[src/gbe_pkg.sv]
`default_nettype none
package gbe_pkg;

   // exp() table: top fraction bits pick a product of roots of one half
   localparam int EXP_TABLE_BITS = 6;
   localparam int TAB_N          = 1 << EXP_TABLE_BITS;
   localparam int G_W            = 32 - EXP_TABLE_BITS;   // remaining fraction
   localparam int XX_W           = 2 * G_W;
   localparam int XH_W           = XX_W - 32;
   localparam int C_W            = XH_W + G_W;
   localparam int V_W            = C_W - 32;

   // floor(v / 6) as (v * DIV6_MUL) >> DIV6_SH, exact for v < 2^23
   localparam int DIV6_SH  = 24;
   localparam int DIV6_W   = 22;
   localparam int DIV6_MUL = 2796203;

   localparam logic [31:0] LOG2E_Q31 = 32'hB8AA3B29;
   localparam logic [31:0] LN2_Q32   = 32'hB17217F8;

   localparam int T_W   = 58;     // alpha * r2 in Q.48, below 1024
   localparam int K_W   = 11;     // integer part of t * log2(e)
   localparam int MAN_W = 33;     // exp mantissa, up to 1.0 in Q.32
   localparam int E_W   = 11;     // monomial binary exponent
   localparam int SH_W  = 13;     // final shift count
   localparam int STEP_W = 5;

   // pipeline layout
   localparam int MONO_STEPS = 21;                // 3 axes * up to 7 factors
   localparam int MONO_END   = 2 + MONO_STEPS;    // stage holding finished monomial
   localparam int T_STAGE    = 5;                 // stage holding t48
   localparam int EXP_STAGE  = T_STAGE + 7;       // stage holding exp mantissa
   localparam int SB_DLY     = MONO_END - T_STAGE;
   localparam int EXP_DLY    = MONO_END - EXP_STAGE;
   localparam int LAT        = MONO_END + 3;

   typedef enum logic [2:0] {
      CSR_POWER_X     = 3'd0,
      CSR_POWER_Y     = 3'd1,
      CSR_POWER_Z     = 3'd2,
      CSR_WIDTH_COEFF = 3'd3,
      CSR_CENTER_X    = 3'd4,
      CSR_CENTER_Y    = 3'd5,
      CSR_CENTER_Z    = 3'd6
   } csr_idx_type;

   typedef logic [TAB_N-1:0][MAN_W-1:0] tab_type;

   // one normalized axis factor: mantissa with bit 31 set, and its bit length
   typedef struct packed {
      logic [31:0] an;
      logic [5:0]  bl;
   } fac_type;

   typedef struct packed {
      logic [31:0]           m;
      logic signed [E_W-1:0] e;
      fac_type               fx;
      fac_type               fy;
      fac_type               fz;
   } mono_type;

   typedef struct packed {
      logic [2:0] px;
      logic [2:0] py;
      logic [2:0] pz;
   } pow_type;

   typedef struct packed {
      logic neg;
      logic zero;
   } sb_type;

   function automatic logic [63:0] isqrt64(input logic [63:0] val);
      logic [63:0] v;
      logic [63:0] r;
      logic [63:0] b;
      v = val;
      r = '0;
      b = 64'h4000_0000_0000_0000;
      for (int n = 0; n < 32; n++) begin
         if (b > v) b = b >> 2;
      end
      for (int n = 0; n < 32; n++) begin
         if (b != 64'd0) begin
            if (v >= r + b) begin
               v = v - (r + b);
               r = (r >> 1) + b;
            end else begin
               r = r >> 1;
            end
            b = b >> 2;
         end
      end
      return r;
   endfunction

   function automatic tab_type build_tab();
      logic [63:0]  roots [EXP_TABLE_BITS];
      logic [127:0] pr;
      logic [63:0]  acc;
      tab_type      t;
      roots[0] = isqrt64(64'h8000_0000_0000_0000);
      for (int j = 1; j < EXP_TABLE_BITS; j++) begin
         roots[j] = isqrt64(roots[j-1] << 32);
      end
      for (int i = 0; i < TAB_N; i++) begin
         acc = 64'h1_0000_0000;
         for (int j = 0; j < EXP_TABLE_BITS; j++) begin
            if (((i >> (EXP_TABLE_BITS - 1 - j)) & 1) != 0) begin
               pr  = {64'd0, acc} * {64'd0, roots[j]};
               acc = pr[95:32];
            end
         end
         t[i] = acc[MAN_W-1:0];
      end
      return t;
   endfunction

   localparam tab_type EXP_TAB = build_tab();

endpackage
`default_nettype wire

[src/gbe_mono_step.sv]
`default_nettype none
// One factor of the monomial: multiply, renormalize to 32 bits, track exponent.
module gbe_mono_step (
   input  logic                         clock,
   input  logic [gbe_pkg::STEP_W-1:0]   step,
   input  gbe_pkg::pow_type             pw,
   input  gbe_pkg::mono_type            src_mono,
   output gbe_pkg::mono_type            dst_mono
);
   import gbe_pkg::*;

   logic [STEP_W-1:0] lim_x;
   logic [STEP_W-1:0] lim_xy;
   logic [STEP_W-1:0] lim_xyz;
   fac_type           fac;
   logic              use_f;
   logic [63:0]       prod;
   mono_type          mono_ff;
   mono_type          mono_in;

   // factors go x first, then y, then z
   always_comb begin
      lim_x   = {2'b00, pw.px};
      lim_xy  = lim_x + {2'b00, pw.py};
      lim_xyz = lim_xy + {2'b00, pw.pz};
      use_f   = 1'b1;
      fac     = src_mono.fx;
      if (step < lim_x) begin
         fac = src_mono.fx;
      end else if (step < lim_xy) begin
         fac = src_mono.fy;
      end else if (step < lim_xyz) begin
         fac = src_mono.fz;
      end else begin
         use_f = 1'b0;
      end
   end

   // both operands normalized: product lies in [2^62, 2^64)
   always_comb begin
      prod    = {32'd0, src_mono.m} * {32'd0, fac.an};
      mono_in = src_mono;
      if (use_f) begin
         mono_in.m = prod[63] ? prod[63:32] : prod[62:31];
         mono_in.e = src_mono.e
                   + $signed({{(E_W-6){1'b0}}, fac.bl})
                   + $signed({{(E_W-1){1'b0}}, prod[63]})
                   - E_W'(17);
      end
   end

   always_ff @(posedge clock) begin
      mono_ff <= mono_in;
   end

   assign dst_mono = mono_ff;

endmodule
`default_nettype wire

[config.mk]
export PLATFORM = sky130hd
export DESIGN_NAME = gbe_mono_step
export DESIGN_NICKNAME = d
export VERILOG_FILES = /design/src/gbe_pkg.sv /design/src/gbe_mono_step.sv
export SDC_FILE = /design/constraint.sdc
export NUM_CORES = 2
export LEC_CHECK = 0
export BUFFER_PORTS_ARGS = -buffer_cell sky130_fd_sc_hd__buf_2
export CAP_MARGIN = 30
export CORE_UTILIZATION = 52
export CTS_CLUSTER_SIZE = 24
export DETAILED_ROUTE_END_ITERATION = 6
export PLACE_DENSITY = 0.85
export SLEW_MARGIN = 10
export SYNTH_ARGS = -nofsm -noshare
export SYNTH_HDL_FRONTEND = slang
export SYNTH_SLANG_ARGS = --single-unit
[constraint.sdc]
create_clock -name clock -period 15.8 [get_ports clock]
set_input_delay 3.16 -clock clock [delete_from_list [all_inputs] [get_ports clock]]
set_output_delay 3.16 -clock clock [all_outputs]
set_load 0.005 [all_outputs]
==> results.txt <==
----------------------------------------------------
[GRT]
  Wire length of the first global-routing pass ... 186000 um
  Antenna violations before repair ... 23
  Vias in the first global route ... 33269
  Grt total ovfl ... 0
  Global-route usage over all layers ... 0.330
  Pin count of the biggest net entering global routing ... 84

[Outcome]
  Status ... finished clean

[Critical path]
  Biggest cell delay along the critical path ... 0.55 ns
  Dominant delay contributor by cell family on the critical path ... adder cells
  Crit Path Category ... primary input to flip-flop
  Data arrival, critical path ... 15.57 ns
  Slowest cell on the critical path ... fa_1
  Critical Path Fanout Max ... 22
  Required time of the critical path ... 16.14 ns
  Startpoint type of the worst setup path ... primary input
  Number of buffer and inverter stages on the critical path ... 10
  Critical path's most frequent cell ... fa_1
  Setup crit end kind ... flip-flop

[Layout]
  Proportion of layout cells with a drive suffix above 1 ... 0.123
  Number of flip-flops in the largest register ... 157
  Final net count ... 5776
  Area added between synthesis and finish ... 10.8%
  Post-route cell area ... 42400 um^2
  Fill cells ... 5890

[Synthesis]
  Synthesized cell area ... 38300 um^2
  Syn Inst Count ... 4164
  Synth Area in Compound Gates ... 0.0482
  Number of synthesized register bits ... 157
  Cell with the most instances after synthesis ... inv_1
  Share of synthesized registers carrying an async set or reset ... 0
  Multiplexer share of the synthesized area ... 0.0180
  Sequential-to-total area share from yosys stat ... 0.0821
  Primary FF master, synth ... dfxtp_1
  Leading area contributor after synthesis ... fa_1
  Syn_nets ... 5524
  Average cell area after synthesis ... 9.20 um^2
  Leading cell types by total area after synthesis ... fa_1, ha_1, inv_1
  Number of distinct library cells after synthesis ... 58
  Proportion of netlist area held by the largest area contributor ... 0.469
  Share of synthesized cell area in and, or, nand and nor gates ... 0.164
  Combinational family with the most area after synthesis ... adder cells
  List of most frequent post-synthesis cells ... inv_1, fa_1, nand2_1
  Count of synthesis-stage warnings from yosys ... 0
  Count of flip-flops with a built-in enable after synthesis ... 0
  Share of the synthesized netlist area taken by xor and xnor gates ... 0.0122
  Post-synthesis adder-cell area fraction ... 0.564

[Routing]
  DR DRC count ... 0
  Detailed-route via count ... 30671
  Pre-antenna DRT Iters ... 6
  Aggregate routed wire length ... 121000 um
  Average wire per cell in the routed design ... 22.4 um
  Number of violations reported at the end of detailed-routing iteration 0 ... 2808
  Detailed-route vias per instance ... 5.68
  Number of nets with antenna violations after routing ... 0

[STA]
  Worst slew margin relative to its limit ... 0.295
  Shortest clock period the worst path allows after layout ... 15.22 ns
  Final number of hold-violating endpoints ... 0
  Achievable frequency ... 0.0657 GHz
  Least-Margin Pin Slew ... 1.06 ns
  Share of the clock period used by the worst path after layout ... 0.963
  Setup violation total in the final timing report ... 0
  Final slew viol count ... 0

[Clock network]
  Master cell of the clock root buffer ... clkbuf_16
  H-Tree Level Count ... 4
  # hold bufs at CTS ... 0
  Clock tree from TritonCTS ... yes
  Num CTS Buffers ... 17
  TritonCTS sink count ... 157
  CTS clk-pin slew, worst paths ... 0.09 ns
  Clock Path Buffers ... 2

[Floorplanning]
  Core box area ... 73000 um^2
  Die height ... 273 um
  Count of pins on the block boundary ... 329
  Area enclosed by the die boundary ... 74700 um^2
  Die boundary width ... 273 um
  Placement Rows ... 99
  Starting utilization of the core area ... 0.525

[Placement]
  RePlAce Congestion ... 1.05
  DP Area ... 41600 um^2
  Post-detailed-placement half-perimeter wirelength ... 95200 um
  Number of port buffers ... 328

[Min path]
  Worst Hold Class ... primary input to flip-flop

[Run]
  Maxcap violations ... 0

----------------------------------------------------
-- worst paths after layout --
check	cells past startpoint	endpoint	start	slack, ns
worst max-delay path	54	dst_mono[124]	pw[6]	0.58
worst min-delay path	1	dst_mono[73]	src_mono[73]	2.81
-- per-stage QoR --
stage	setup slack (ns)	util	hold slack (ns)	cells	TNS (ns)
after floorplan	0.319	-	3.19	4164	0
final	0.577	0.582	2.81	5399	0
after CTS	0.257	0.579	2.81	5382	0
after global placement	0.124	0.570	3.28	5349	0
after detailed placement	-0.0968	0.570	3.28	5350	-0.0968
after global routing	-0.00669	0.582	2.81	5394	-0.00669
-- cell type report --
type	count	area [um^2]	area share
multi-input cells	2869	31100	0.733
inverters	917	3440	0.0811
flip-flops and latches	157	3140	0.0740
repair buffers	454	2890	0.0681
well taps	959	1200	0.0283
clock buffers	17	425	0.0100
clock inverters	15	201	0.00475
diodes	11	27.5	0.000648
-- logic make-up (layout without fill, tap and decap cells) --
family,after synthesis,in the layout
buffers and inverters,1138,1403
other,0,11
flip-flops,157,157
AND/OR/NAND/NOR,1261,1261
multiplexers,68,68
adder cells (fa/ha/maj),1188,1188
XOR/XNOR,51,51
AO/OA/AOI/OAI,301,301
-- cells in the final DEF (no fill, tap or decap), drive strengths merged, types with 9 or more instances in the layout --
| cell | n |
|---|---|
| a21o | 48 |
| buf | 452 |
| nand2 | 566 |
| ha | 290 |
| inv | 925 |
| diode | 11 |
| nand3 | 12 |
| a21oi | 115 |
| o211ai | 9 |
| clkbuf | 19 |
| o21ai | 70 |
| fa | 898 |
| o21bai | 14 |
| xnor2 | 36 |
| and2 | 541 |
| xor2 | 15 |
| nor3 | 11 |
| mux2i | 62 |
| nand4 | 19 |
| a31oi | 9 |
| dfxtp | 157 |
| nor2 | 75 |
-- layer usage --
layer,track usage,up-vias,wire (um)
li1,-,12745,-
met1,0.399,15485,42000
met2,0.529,1866,56400
met3,0.0871,569,13900
met4,0.200,6,8830
met5,0,-,41
-- what timing repair did --
action / in CTS / in global routing
resized for setup: 0 / 19
endpoints found under the setup margin: 0 / 3
setup buffers: 0 / 4
Power is left out: the tool's default activity adds up to more than one toggle a clock period on the data nets, which glitch-free logic cannot reach.
